**config.mk**
```make
export PLATFORM = sky130hd
export DESIGN_NAME = qvr_div_lane
export DESIGN_NICKNAME = d
export VERILOG_FILES = /design/src/design/qvr_pkg.sv /design/src/design/qvr_div_lane.sv
export SDC_FILE = /design/constraint.sdc
export NUM_CORES = 2
export LEC_CHECK = 0
export BUFFER_PORTS_ARGS = -buffer_cell sky130_fd_sc_hd__buf_2
export CAP_MARGIN = 25
export CORE_ASPECT_RATIO = 1.25
export CORE_MARGIN = 1
export CORE_UTILIZATION = 40
export DETAILED_ROUTE_END_ITERATION = 16
export GPL_ROUTABILITY_DRIVEN = 0
export PLACE_DENSITY = 0.57
export SLEW_MARGIN = 20
export SYNTH_ARGS = -nofsm -noshare
export SYNTH_HDL_FRONTEND = slang
export SYNTH_SLANG_ARGS = --single-unit
export TNS_END_PERCENT = 1
```
**constraint.sdc**
```tcl
create_clock -name clk -period 6.75 [get_ports clk]
set_input_delay 0.675 -clock clk [delete_from_list [all_inputs] [get_ports clk]]
set_output_delay 0.675 -clock clk [all_outputs]
set_load 0.1 [all_outputs]
```
**src/design/qvr_pkg.sv**
```systemverilog
// Shared widths, codes and types for the quaternion vector rotation block.
`timescale 1ns / 1ps
`default_nettype none
package qvr_pkg;
	localparam int CW   = 16;           // component width
	localparam int FB   = 14;           // fraction bits
	localparam int SW   = 2 * CW;       // sum of squares
	localparam int RW   = CW + FB;      // root of s * 2^(2F)
	localparam int REMW = RW + 2;       // root remainder
	localparam int DW   = RW + 1;       // divisor 2 * len
	localparam int QB   = FB + 1;       // quotient bits
	localparam int NW   = CW + 2 * FB + 2; // rounding numerator
	localparam int UW   = FB + 2;       // signed unit component
	localparam int PW   = UW + CW;      // first products
	localparam int TW   = PW + 2;       // v * conj(q) parts
	localparam int P2W  = CW + TW;      // second products
	localparam int RESW = P2W + 2;      // q * t parts
	localparam int CFG_IW = 2;

	typedef enum logic [CFG_IW-1:0] {
		REG_ROT_X,
		REG_ROT_Y,
		REG_ROT_Z,
		REG_ROT_W
	} cfg_reg_t;

	typedef struct packed {
		logic signed [CW-1:0] x;
		logic signed [CW-1:0] y;
		logic signed [CW-1:0] z;
	} vec_t;

	typedef struct packed {
		logic signed [CW-1:0] x;
		logic signed [CW-1:0] y;
		logic signed [CW-1:0] z;
		logic signed [CW-1:0] w;
	} quat_t;

	typedef struct packed {
		logic valid;
		logic zero;
	} meta_t;
endpackage
`default_nettype wire

```
**src/design/qvr_div_lane.sv**
```systemverilog
// One divider lane: unit component = c * 2^(2F) / len, rounded half away from zero.
`timescale 1ns / 1ps
`default_nettype none
module qvr_div_lane (
	input  wire logic                           clk,
	input  wire logic                           en,
	input  wire logic signed [qvr_pkg::CW-1:0]  comp,
	input  wire logic [qvr_pkg::RW-1:0]         len,
	output logic signed [qvr_pkg::UW-1:0]       unit
);
	localparam int CW = qvr_pkg::CW;
	localparam int FB = qvr_pkg::FB;
	localparam int DW = qvr_pkg::DW;
	localparam int QB = qvr_pkg::QB;
	localparam int NW = qvr_pkg::NW;

	logic [CW-1:0] mag;
	logic [NW-1:0] num;

	logic [DW-1:0] rem_s [QB+1];
	logic [QB-1:0] nlo_s [QB+1];
	logic [QB-1:0] quo_s [QB+1];
	logic [DW-1:0] div_s [QB+1];
	logic          neg_s [QB+1];

	assign mag = comp[CW-1] ? CW'(-comp) : CW'(comp);
	// (2|c| * 2^(2F) + len) / (2 len) rounds to nearest, ties away
	assign num = {mag, {(2*FB+1){1'b0}}} + NW'(len);

	assign rem_s[0] = num[NW-1:QB];
	assign nlo_s[0] = num[QB-1:0];
	assign quo_s[0] = '0;
	assign div_s[0] = {len, 1'b0};
	assign neg_s[0] = comp[CW-1];

	for (genvar k = 0; k < QB; k++) begin : g_stage
		logic [DW:0] trial;
		logic        take;

		assign trial = {rem_s[k], nlo_s[k][QB-1]};
		assign take  = (trial >= {1'b0, div_s[k]});

		always_ff @(posedge clk) begin
			if (en) begin
				rem_s[k+1] <= take ? DW'(trial - {1'b0, div_s[k]}) : DW'(trial);
				nlo_s[k+1] <= {nlo_s[k][QB-2:0], 1'b0};
				quo_s[k+1] <= {quo_s[k][QB-2:0], take};
				div_s[k+1] <= div_s[k];
				neg_s[k+1] <= neg_s[k];
			end
		end
	end

	assign unit = neg_s[QB] ? -$signed({1'b0, quo_s[QB]}) : $signed({1'b0, quo_s[QB]});
endmodule
`default_nettype wire

```
# Yosys cells after proc, flatten, opt, wreduce, memory -nomap -nowiden
# Cells that the tools add are included.
# Widths: inputs -> output; s select.
# totals
ff_bits	1094
input_bits	48
out_inout_bits	16
wordCells	120
# op_classes
n_addsub	17
n_lt_le_gt_ge	15
n_mux	16
# op_table
cell	n
$ge 32x31->1	15
$mux 31	14
$sub 31x31->31	14
$add 45x30->46	1
$mux 16	2
$neg 15->16	1
$neg 16->16	1

# Logic depth before layout (Yosys ltp)
# depth
word_depth	5
depth_mapped	23
mapped_depth_nobuf	20

# Least setup slack after synthesis
# No wires, ideal clock.
# synth_timing
kind	input port to flip-flop
startpoint	in comp[1] (netlist bit)
endpoint	reg rem_s (netlist bit g_stage[1].trial[26]), data pin
setup_time_ns	0.260
arrival_ns	4.418
required_ns	6.490
slack_ns	2.072
stages	19
path_buffers	1
cell_sequence	inv_1 ha_1 buf_2 nand2_1 or3_1 a21oi_1 a22oi_1 nor4_1 and2_1 nor2b_1 xnor2_1 ha_1 a21oi_1 o21ai_0 a221oi_1 a31oi_1 nor2_1 clkinv_1 mux2_2
# synth_via
elab_chain_len	5
word_cells_on_any_way	6
classes_between	add/sub: 3; order compare: 1; mux: 2
# synth_rtl
element	line	source
start: declaration	qvr_div_lane.sv:7	input wire logic signed [qvr_pkg::CW-1:0] comp,
$neg 16->16	qvr_div_lane.sv:26	assign mag = comp[CW-1] ? CW'(-comp) : CW'(comp);
$mux 16 (*)	qvr_div_lane.sv:26	
$add 45x30->46 (*)	qvr_div_lane.sv:28	assign num = {mag, {(2*FB+1){1'b0}}} + NW'(len);
$ge 32x31->1 (*)	qvr_div_lane.sv:41	assign take = (trial >= {1'b0, div_s[k]});
via g_stage[0].take	qvr_div_lane.sv:38	logic take;
$mux 31 (*)	qvr_div_lane.sv:45	rem_s[k+1] <= take ? DW'(trial - {1'b0, div_s[k]}) : DW'(trial);
end signal: indexed assignment	qvr_div_lane.sv:45	
end: declaration	qvr_div_lane.sv:20	logic [DW-1:0] rem_s [QB+1];
# The timed path passes the listed nets; every way through them passes the cells marked *.
# A chain may end at the register's enable or synchronous reset.

# Final worst setup path
# layout_timing
startpoint	in comp[1] (netlist bit)
endpoint	reg rem_s (netlist bit g_stage[1].trial[7]), data pin
# layout_via
elab_chain_len	5
# layout_rtl
element	line
$neg 16->16	qvr_div_lane.sv:26
$mux 16 (*)	qvr_div_lane.sv:26
$add 45x30->46 (*)	qvr_div_lane.sv:28
$ge 32x31->1 (*)	qvr_div_lane.sv:41
$mux 31 (*)	qvr_div_lane.sv:45
# Mark *: on every way between the ends. The rest lies on a longest branch, timed or not.

==> results.sh <==
export IMPL_worstPathMaxFanout=44
export IMPL_setup_viol=0
export IMPL_core_um2=142700
export IMPL_clock_skew_ns=0.05123
export IMPL_required_ns=7.17
export IMPL_fill_cells=13280
export IMPL_overflow=0
export IMPL_relSlewSlack=0.3461
export IMPL_ios=64
export IMPL_yosysWarningCount=0
export IMPL_syn_inst=5332
export IMPL_clkSinkCount=975
export IMPL_fin_crit_ns=4.912
export IMPL_synth_top_area_frac=0.5083
export IMPL_worst_pin_slew_ns=0.9734
export IMPL_clkTransAtPathRegs_ns=0.05
export IMPL_fin_nets=5928
export IMPL_cts_setup_buffers=0
export IMPL_worstSetupPathType="input pin to flop"
export IMPL_synth_nets=5847
export IMPL_yosys_most_used_dff="edfxtp_1"
export IMPL_synth_seq_cells=975
export IMPL_clkLatencyLatePin_ns=0.73
export IMPL_hold_path_class="input pin to flop"
export IMPL_setup_slack_ns=1.838
export IMPL_yosys_area_top_type="edfxtp_1"
export IMPL_synth_most_common_cell="edfxtp_1"
export IMPL_routed_via_density=5.284
export IMPL_cts_hold_buf=0
export IMPL_grt_first_pass_wirelength_um=197500
export IMPL_grt_pass1_vias=40070
export IMPL_port_buffers=63
export IMPL_vias=39020
export IMPL_synth_cell_types=98
export IMPL_synth_top_cells_by_count="975 x edfxtp_1, 532 x inv_1, 471 x nand2_1"
export IMPL_routed_wl_um=124600
export IMPL_place_ws_ns=1.180
export IMPL_dr_pass1_iters=5
export IMPL_synth_async_reset_ratio=0
export IMPL_yosys_top_cells_area="edfxtp_1 51%, ha_1 9.8%, a21oi_1 3.6%, inv_1 3.5%, o21ai_0 3.4%"
export IMPL_tritoncts_num_buffers=105
export IMPL_drv_cap=0
export IMPL_final_max_slew_viol_count=0
export IMPL_start_util=0.4035
export IMPL_grt_usage=0.1699
export IMPL_post_drt_wl_per_cell_um=16.87
export IMPL_cts_resized=0
export IMPL_area_delta_synth_final_pct=10.28
export IMPL_p_leak_nw=25.75
export IMPL_die_w_um=341.4
export IMPL_cts_tree="yes"
export IMPL_antenna_found_initial=0
export IMPL_startpoint_type="input pin"
export IMPL_die_area_um2=145500
export IMPL_yosysSeqAreaShare=0.5083
export IMPL_drcViolationCount=0
export IMPL_fin_util=0.4450
export IMPL_status="completed"
export IMPL_grt_max_degree=138
export IMPL_clockBufferDepth=3
export IMPL_die_h_um=426.2
export IMPL_cts_root_buf="clkbuf_16"
export IMPL_setup_tns_ns=0
export IMPL_power_density_nw_per_um2=452.2
export IMPL_hold_viol=0
export IMPL_fmaxAchievable_mhz=203.6
export IMPL_vdd_ir_drop_max_uv=255.5
export IMPL_dpl_hpwl_um=97780
export IMPL_rsz0062_at_grt="no"
export IMPL_cp_arrival_ns=5.33
export IMPL_drt_iter0_markers=1551
export IMPL_rows=155
export IMPL_ant_nets=0
export IMPL_cts_htree_levels=3
export IMPL_drive_gt1_frac=0.07074
export IMPL_synth_edff_count=975
export IMPL_synth_avg_cell_area_um2=10.80
export IMPL_rrSetupSlack_ns=2.34
export IMPL_netlist_area_um2=57600
export IMPL_antenna_cells=0
export IMPL_end_kind="flop"
export IMPL_finalCritPeriodShare=0.7277
layout make-up:
type / count / area [µm²] / share of cell area
Sequential cell: 975 / 29280 / 0.4610
Tap cell: 1884 / 2357 / 0.03711
Clock inverter: 63 / 655.6 / 0.01032
Timing Repair Buffer: 99 / 683.2 / 0.01076
Clock buffer: 130 / 2721 / 0.04285
Multi-Input combinational cell: 3696 / 25810 / 0.4063
Inverter: 536 / 2012 / 0.03168
power by group:
group          internal [W]  leakage (nW)  switching (W)  total (W)
registers           0.00906          9.54       0.000778    0.00984
clock network       0.00322          1.64        0.00238    0.00560
logic               0.00562          14.6        0.00766     0.0133
per-stage QoR:
step	cell area, µm²	cells	power [W]	hold WS, ns
finish	63520	7383	0.02872	0.1691
global route	63520	7383	0.03081	0.1460
CTS	63520	7383	0.02890	0.1100
detailed placement	60140	7190	0.02318	0.4045
global placement	60140	7190	0.02296	0.4008
floorplan	57600	5332	0.02007	0.4003
state kept, by name, summed over array words and instances, names as in the netlist:
signal,cells
g_stage.trial,434
div_s,406
quo_s,120
neg_s,15
kinds of logic after synthesis:
family                     share of synthesized area
adders and majority gates                     0.1033
and+or+nand+nor                               0.1029
AOI/OAI and AO/OA                             0.1625
DFF                                           0.5083
muxes                                        0.01757
buffers and inverters                        0.04564
xor gates and xnor gates                     0.05974
metal layers:
metal,up-vias,GRT usage,wire length (µm),share of wire
li1,19630,-,-,-
met1,18220,0.1415,41090,0.33
met5,-,0,0,0
met4,0,0.1185,8596,0.069
met2,754,0.3587,71710,0.58
met3,407,0.01879,3167,0.025
worst max-delay path, stage by stage:
cell      delay [ns]
buf_2           0.11
inv_1           0.08
ha_1            0.34
nand2_1         0.11
or3_1           0.32
a21oi_1         0.15
a22oi_1         0.14
nor4_1          0.51
mux2i_1         0.28
xor2_1          0.39
ha_1            0.38
a21o_1          0.24
a21o_1          0.19
a221oi_1        0.36
a31oi_1         0.20
nor2_2          0.28
buf_4           0.41
o21ai_0         0.15
cell usage in the layout (no fill, tap or decap), types with 14 or more instances in the layout:
| master | n |
|---|---|
| a211oi_1 | 30 |
| a21o_1 | 199 |
| a21oi_1 | 413 |
| a31oi_1 | 37 |
| and2_1 | 26 |
| and3_1 | 22 |
| buf_2 | 62 |
| buf_4 | 29 |
| clkbuf_1 | 25 |
| clkbuf_16 | 105 |
| clkinv_1 | 26 |
| clkinv_2 | 17 |
| edfxtp_1 | 975 |
| fa_1 | 14 |
| ha_1 | 453 |
| inv_1 | 532 |
| mux2_2 | 62 |
| nand2_1 | 471 |
| nand2b_1 | 64 |
| nand3_1 | 92 |
| nand4_1 | 63 |
| nor2_1 | 295 |
| nor2b_1 | 62 |
| nor3_1 | 69 |
| nor4_1 | 14 |
| o211ai_1 | 23 |
| o21a_1 | 66 |
| o21ai_0 | 397 |
| o21ai_1 | 37 |
| o21bai_1 | 47 |
| o31a_1 | 24 |
| o31ai_1 | 44 |
| or2_2 | 18 |
| or3_1 | 17 |
| xnor2_1 | 223 |
| xor2_1 | 168 |
worst paths after layout:
path                             start                        endpoint  depth (start not counted)
hold reg to reg   quo_s[105]$_DFFE_PP_             quo_s[91]$_DFFE_PP_                          0
setup reg to reg   div_s[64]$_DFFE_PP_  g_stage[14].trial[5]$_DFFE_PP_                         13
setup / recovery               comp[1]   g_stage[1].trial[7]$_DFFE_PP_                         18
hold / removal                  len[3]            div_s[438]$_DFFE_PP_                          1
Power figures use the tool's default switching activity.
