[config.mk]
export PLATFORM = sky130hd
export DESIGN_NAME = qvr_sqrt
export DESIGN_NICKNAME = d
export VERILOG_FILES = /design/src/design/qvr_pkg.sv /design/src/design/qvr_sqrt.sv
export SDC_FILE = /design/constraint.sdc
export NUM_CORES = 2
export LEC_CHECK = 0
export BUFFER_PORTS_ARGS = -buffer_cell sky130_fd_sc_hd__clkbuf_2
export CELL_PAD_IN_SITES_DETAIL_PLACEMENT = 0
export CELL_PAD_IN_SITES_GLOBAL_PLACEMENT = 1
export CORE_ASPECT_RATIO = 0.8
export CORE_MARGIN = 3
export CORE_UTILIZATION = 48
export CTS_BUF_LIST = sky130_fd_sc_hd__clkbuf_16
export DETAILED_ROUTE_END_ITERATION = 7
export PLACE_DENSITY_LB_ADDON = 0.1
export SLEW_MARGIN = 0
export SYNTH_ARGS = -nofsm -noshare
export SYNTH_HDL_FRONTEND = slang
export SYNTH_SLANG_ARGS = --single-unit
[constraint.sdc]
create_clock -name clk -period 3.4 [get_ports clk]
set_clock_uncertainty 0.2 [all_clocks]
set_input_delay 0.85 -clock clk [delete_from_list [all_inputs] [get_ports clk]]
set_output_delay 0.85 -clock clk [all_outputs]
set_load 0.1 [all_outputs]
[src/design/qvr_pkg.sv]
// Shared widths, codes and types for the quaternion vector rotation block.
`timescale 1ns / 1ps
`default_nettype none
package qvr_pkg;
	localparam int CW   = 16;           // component width
	localparam int FB   = 14;           // fraction bits
	localparam int SW   = 2 * CW;       // sum of squares
	localparam int RW   = CW + FB;      // root of s * 2^(2F)
	localparam int REMW = RW + 2;       // root remainder
	localparam int DW   = RW + 1;       // divisor 2 * len
	localparam int QB   = FB + 1;       // quotient bits
	localparam int NW   = CW + 2 * FB + 2; // rounding numerator
	localparam int UW   = FB + 2;       // signed unit component
	localparam int PW   = UW + CW;      // first products
	localparam int TW   = PW + 2;       // v * conj(q) parts
	localparam int P2W  = CW + TW;      // second products
	localparam int RESW = P2W + 2;      // q * t parts
	localparam int CFG_IW = 2;

	typedef enum logic [CFG_IW-1:0] {
		REG_ROT_X,
		REG_ROT_Y,
		REG_ROT_Z,
		REG_ROT_W
	} cfg_reg_t;

	typedef struct packed {
		logic signed [CW-1:0] x;
		logic signed [CW-1:0] y;
		logic signed [CW-1:0] z;
	} vec_t;

	typedef struct packed {
		logic signed [CW-1:0] x;
		logic signed [CW-1:0] y;
		logic signed [CW-1:0] z;
		logic signed [CW-1:0] w;
	} quat_t;

	typedef struct packed {
		logic valid;
		logic zero;
	} meta_t;
endpackage
`default_nettype wire

[src/design/qvr_sqrt.sv]
// Bit-per-stage integer square root of s * 2^(2F), carrying the vector along.
`timescale 1ns / 1ps
`default_nettype none
module qvr_sqrt (
	input  wire logic                     clk,
	input  wire logic                     arst_n,
	input  wire logic                     en,
	input  wire qvr_pkg::meta_t           in_meta,
	input  wire qvr_pkg::vec_t            in_vec,
	input  wire logic [qvr_pkg::SW-1:0]   in_s,
	output qvr_pkg::meta_t                out_meta,
	output qvr_pkg::vec_t                 out_vec,
	output logic [qvr_pkg::RW-1:0]        out_root
);
	localparam int RW   = qvr_pkg::RW;
	localparam int REMW = qvr_pkg::REMW;
	localparam int FB   = qvr_pkg::FB;

	qvr_pkg::meta_t          meta_s [RW+1];
	qvr_pkg::vec_t           vec_s  [RW+1];
	logic [qvr_pkg::SW-1:0]  rad_s  [RW+1];
	logic [REMW-1:0]         rem_s  [RW+1];
	logic [RW-1:0]           root_s [RW+1];

	assign meta_s[0] = in_meta;
	assign vec_s[0]  = in_vec;
	assign rad_s[0]  = in_s;
	assign rem_s[0]  = '0;
	assign root_s[0] = '0;

	for (genvar k = 0; k < RW; k++) begin : g_stage
		localparam int P = RW - 1 - k;   // radicand bit pair handled here
		logic [1:0]      pair;
		logic [REMW+1:0] cur;
		logic [REMW+1:0] trial;
		logic            take;

		if (P >= FB) begin : g_data
			assign pair = rad_s[k][2*(P-FB)+1 -: 2];
		end else begin : g_pad
			assign pair = 2'b00;     // low pairs of s * 2^(2F) are zero
		end

		assign cur   = {rem_s[k], pair};
		assign trial = {2'b00, root_s[k], 2'b01};
		assign take  = (cur >= trial);

		always_ff @(posedge clk or negedge arst_n) begin
			if (!arst_n) begin
				meta_s[k+1] <= '0;
			end else if (en) begin
				meta_s[k+1] <= meta_s[k];
			end
		end

		always_ff @(posedge clk) begin
			if (en) begin
				vec_s[k+1]  <= vec_s[k];
				rad_s[k+1]  <= rad_s[k];
				rem_s[k+1]  <= take ? REMW'(cur - trial) : REMW'(cur);
				root_s[k+1] <= {root_s[k][RW-2:0], take};
			end
		end
	end

	assign out_meta = meta_s[RW];
	assign out_vec  = vec_s[RW];
	assign out_root = root_s[RW];

	sqrt_nonzero_root: assert property (@(posedge clk) disable iff (!arst_n)
		out_meta.valid && !out_meta.zero |-> out_root != '0)
		else $error("nonzero vector produced a zero length");
endmodule
`default_nettype wire

# Yosys cells after proc, flatten, opt, wreduce, memory -nomap -nowiden
# Index checks and enable logic that the tools add are counted.
totals:
  register_bits: 3104
  in_bits: 85
  out_inout_bits: 80
classes:
  addsub: 29
  magnitude_cmp: 30
  muxes: 29
ops:
  columns: ["operator", "count"]
  rows:
  - ["two-way mux 32 bit", 28]
  - ["greater-or-equal comparator 34 x 10 -> 1 bit", 1]
  - ["greater-or-equal comparator 34 x 11 -> 1 bit", 1]
  - ["greater-or-equal comparator 34 x 12 -> 1 bit", 1]
  - ["greater-or-equal comparator 34 x 13 -> 1 bit", 1]
  - ["greater-or-equal comparator 34 x 14 -> 1 bit", 1]
  - ["greater-or-equal comparator 34 x 15 -> 1 bit", 1]
  - ["greater-or-equal comparator 34 x 16 -> 1 bit", 1]
  - ["greater-or-equal comparator 34 x 17 -> 1 bit", 1]
  - ["greater-or-equal comparator 34 x 18 -> 1 bit", 1]
  - ["greater-or-equal comparator 34 x 19 -> 1 bit", 1]
  - ["greater-or-equal comparator 34 x 20 -> 1 bit", 1]
  - ["greater-or-equal comparator 34 x 21 -> 1 bit", 1]
  - ["greater-or-equal comparator 34 x 22 -> 1 bit", 1]
  - ["greater-or-equal comparator 34 x 23 -> 1 bit", 1]
  - ["greater-or-equal comparator 34 x 24 -> 1 bit", 1]
  - ["greater-or-equal comparator 34 x 25 -> 1 bit", 1]
  - ["greater-or-equal comparator 34 x 26 -> 1 bit", 1]
  - ["greater-or-equal comparator 34 x 27 -> 1 bit", 1]
  - ["greater-or-equal comparator 34 x 28 -> 1 bit", 1]
  - ["greater-or-equal comparator 34 x 29 -> 1 bit", 1]
  - ["greater-or-equal comparator 34 x 3 -> 1 bit", 1]
  - ["greater-or-equal comparator 34 x 30 -> 1 bit", 1]
  - ["greater-or-equal comparator 34 x 31 -> 1 bit", 1]
  - ["other kinds (37)", 37]

# Logic depth before layout (Yosys ltp)
depth:
  word_depth: 2
  depth_mapped: 15
  ltp_nobuf: 15

# Least setup slack after synthesis
# Ideal clock, no wire load.
synth_timing:
  path_type: "register -> register"
  start: "register rem_s (netlist bit g_stage[27].cur[2])"
  end: "register rem_s (netlist bit g_stage[28].cur[29]) (data pin)"
  setup_time_ns: 0.271
  arrival_time_ns: 3.116
  setup_slack_ns: -0.187
  path_stages_with_launch: 15
  path_cell_list: "edfxtp_1 ha_1 inv_1 fa_1 nor2b_1 o31a_1 or3_1 a221o_1 a2111o_1 a31oi_1 nand3b_1 clkbuf_1 clkbuf_1 nor2_1 a21oi_1"
synth_between:
  elab_chain_len: 2
synth_rtl:
  columns: ["item", "line", "text"]
  rows:
  - ["start: declaration", "qvr_sqrt.sv:22", "logic [REMW-1:0] rem_s [RW+1];"]
  - ["start signal: indexed assignment", "qvr_sqrt.sv:60", "rem_s[k+1] <= take ? REMW'(cur - trial) : REMW'(cur);"]
  - ["subtractor 32 x 29 -> 32 bit or greater-or-equal comparator 34 x 29 -> 1 bit (tied branches)", "qvr_sqrt.sv:60, qvr_sqrt.sv:46", null]
  - ["two-way mux 32 bit *", "qvr_sqrt.sv:60", null]
# Mark *: on every way between the ends. The rest lies on a longest branch, timed or not.
# A chain may end at the register's enable or synchronous reset.

# Final worst setup path
layout_timing:
  start: "register rem_s (netlist bit g_stage[27].cur[2])"
  end: "register rem_s (netlist bit g_stage[28].cur[30]) (data pin)"
# Same word-level chain as after synthesis.

==> metrics.md <==
| Metric | Value |
|---|---|
| Status | `finished with violations` |
| Failing checks | `negative setup slack` |
| Via count | `around 70000` |
| Clock latency at the later pin of the worst-skew pair | `0.87 ns` |
| Slew Viols, Final | `0` |
| Clk slew on worst S/H paths | `0.06 ns` |
| Cts bufs inserted | `between 300 and 400` |
| Most common cell after layout, fill and taps aside | `edfxtp_1` |
| Detail Route Antenna Nets | `0` |
| Post-synth EDFFs | `3014` |
| P_sw | `between 0.02 and 0.03 W` |
| Antenna violations before repair | `8` |
| CP max stage delay | `0.49 ns` |
| Post-synth cell types | `97` |
| Main area contributors after synthesis | `edfxtp_1 71%, ha_1 4.6%, xor2_1 2.4%` |
| FF+latch count, synth | `3074` |
| GP Congestion | `between 0.8 and 0.9` |
| Max FO, Critical Path | `3` |
| Share of power burned in registers | `49.5%` |
| Crit path max-delay family | `compound AO/OA/AOI/OAI gates` |
| Pin count of the biggest net entering global routing | `143` |
| Clock Power Share | `33.2%` |
| Routed length per placed instance | `roughly 19 µm` |
| FP Rows | `168` |
| Core ar. | `263200 µm²` |
| Crit path cell chain | `ha_2 -> inv_2 -> fa_2 -> nor2b_2 -> o31a_1 -> or3_4 -> a221o_1 -> a2111o_1 -> buf_4 -> buf_6 -> a31o_2 -> a21oi_2 -> xnor2_1 -> mux2_2` |
| Syn Std Cell Area | `127600 µm²` |
| First-pass GRT wire length | `393500 µm` |
| Post-layout net count | `10480` |
| Residual DRC count | `0` |
| Post-Syn Area per Cell | `14.87 µm²` |
| Synth top area share | `a little under three quarters` |
| Number of global-route vias before repair | `70030` |
| Most frequent cells in the layout | `3014 x edfxtp_1, 814 x buf_4, 621 x inv_1, 483 x nand2_1, 445 x nor2_1` |
| Fmax | `between 0.2 and 0.3 GHz` |
| Total Wirelength | `254600 µm` |
| Crit path launch type | `register` |
| Pwr dens | `647.0 nW/µm²` |
| Worst path bufs/invs | `3` |
| Largest area contributor in the netlist | `edfxtp_1` |
| Total GRT Usage | `roughly 18%` |
| Logic pwr share | `17.3%` |
| Slew Limit Headroom | `47.19%` |
| Critical path endpoint category | `register` |
| CP arrival | `4.26 ns` |
| CP Class | `reg2reg` |
| Warnings from Yosys | `0` |
| DIE AREA | `around 270000 µm²` |
| First-pass detailed-route iteration total | `6` |
| RSZ-0062 raised after global routing | `true` |
| Root buffer cell | `clkbuf_16` |
| Post-Syn Nets | `9150` |
| Post-route worst setup slack | `-0.4601 ns` |
| Min Hold Slack | `0.08576 ns` |
| Final worst-path cycle share | `113.5%` |
| Fill cells | `20590` |
| Final Critical Period | `3.860 ns` |
| Die W | `582.5 µm` |
| Htree depth | `5` |
| Sink Count | `3074` |
| Cell-internal power | `0.07349 W` |
| DIE HEIGHT | `467.2 µm` |
| Switching share of power | `26.02%` |
| Clock Path Buffers | `4` |
| Required time worst endpoint | `between 3 and 4 ns` |
| Maxcap violations | `0` |
| Worst Max-Slew Pin Slew | `0.7922 ns` |
| Gr ovfl total | `0` |
| Port bufs | `164` |
| Final HPWL DP | `~170000 µm` |
| Initial DRC count | `5429` |
| CP max stage cell | `a2111o_1` |
| Share of cells above drive strength 1 | `21.29%` |
| Power Total | `roughly 0.099 W` |
| Io pins | `165` |
| Vias per cell | `approximately 5.3` |
| P_leak | `58.48 nW` |
| Register area share after synthesis | `72.09%` |
| Final Hold Viols | `0` |
| CTS tree | `built` |
| Endpoints failing setup | `73` |
| Hold WC Path Type | `in2reg` |
| Async SR Flop Fraction | `under 10%` |
| Starting Density | `between 40% and 50%` |
| Mapped Cells | `8583` |
| Area Growth Syn to Fin | `20.30%` |
| Peak VDD IR | `around 0.43 mV` |
| Top_reg_cell synth | `edfxtp_1` |
-- area by class of cell --
type	instances	area (µm²)	area share, %
flip-flops and latches	3074	92010	59.92
multi-input cells	4731	35000	22.79
repair buffers	1195	10110	6.583
clock buffers	318	7958	5.183
well taps	3485	4360	2.840
inverters	594	2247	1.463
clock inverters	226	1863	1.213
diodes	2	5.005	0.003259
-- kinds of logic (layout without fill, tap and decap cells) --
| group | after synthesis | count (layout) | synth area share [%] |
|---|---|---|---|
| other cells | 1 | 3 | 0.002938 |
| compound gates | 1468 | 1468 | 7.145 |
| flops | 3074 | 3074 | 72.09 |
| mux | 147 | 147 | 1.281 |
| simple gates | 1958 | 1959 | 7.598 |
| xor+xnor | 674 | 674 | 4.625 |
| buf+inv | 779 | 2333 | 2.459 |
| fa+ha+maj | 482 | 482 | 4.802 |
-- flip-flops by register name, summed over array words and instances (netlist names) --
signal	cells
out_root	30
g_stage.cur	899
out_vec	48
g_stage.trial	435
out_meta	2
rad_s	210
vec_s	1392
meta_s	58
-- through the flow --
| stage | setup TNS (ns) | utilization (%) | std cells | instance area [µm²] | worst slack, ns |
|---|---|---|---|---|---|
| after CTS | -19.22 | 57.31 | 13530 | 150800 | -0.3920 |
| after global routing | -34.12 | 58.34 | 13620 | 153500 | -0.5182 |
| after floorplan | -0.1841 | - | 8583 | 127700 | -0.01955 |
| after global placement | -61.46 | 52.66 | 12850 | 138600 | -0.5861 |
| after detailed placement | -79.76 | 52.66 | 12850 | 138600 | -0.6543 |
| final | -20.74 | 58.34 | 13630 | 153500 | -0.4601 |
-- cells in the mapped netlist, types with 11 or more instances --
cell and instances:
a2111oi_0 12, a211oi_1 48, a21boi_0 18, a21o_1 169
a21oi_1 445, a31oi_1 40, and2_1 27, and3_1 43
buf_2 12, buf_4 51, clkbuf_1 114, dfrtp_1 60
edfxtp_1 3014, fa_1 13, ha_1 469, inv_1 591
mux2_2 131, mux2i_1 16, nand2_1 516, nand2b_1 100
nand3_1 97, nand3b_1 21, nand4_1 55, nand4b_1 12
nor2_1 486, nor2b_1 81, nor3_1 198, nor4_1 86
o211ai_1 40, o21a_1 89, o21ai_0 376, o21bai_1 37
o22ai_1 11, o31ai_1 62, or2_2 40, or3_1 80
or4_1 54, xnor2_1 321, xor2_1 353
-- power groups by stage --
stage	Clock, W	Combinational, W	Sequential (W)
6_report	0.0330	0.0172	0.0491
5_1_grt	0.0357	0.0190	0.0495
4_1_cts	0.0342	0.0162	0.0491
3_5_place_dp	0	0.0153	0.0498
3_3_place_gp	0	0.0151	0.0498
2_1_floorplan	0	0.0102	0.0488
-- worst paths after layout --
path	depth (start not counted)	endpoint	from	slack, ns
worst max-delay path	14	g_stage[28].cur[30]	g_stage[27].cur[2]	-0.46
worst min register to register	0	vec_s[1102]	vec_s[1150]	0.18
worst min-delay path	2	g_stage[1].trial[2]	in_s[31]	0.09
worst max register to register	14	g_stage[28].cur[30]	g_stage[27].cur[2]	-0.46
min in group asynchronous	2	out_meta[1]	arst_n	0.39
max in group asynchronous	3	meta_s[14]	arst_n	1.84
-- routing by layer --
layer  wire, µm  track usage [%]  vias up
met1     130300            29.27    35320
met5          0                0        -
met2     103600            25.35     1587
met3      15090            3.040      404
met4       5595            4.523        0
li1           -                -    34670
-- timing repair --
action                     CTS  global route
resized for setup          255           449
hold buffers                81             0
pin swaps                   72           162
gates cloned                 6            22
setup buffers               59            87
setup endpoints to repair  376           542
hold endpoints to repair   109             0
Note: power is estimated with default switching activity, not from simulation.
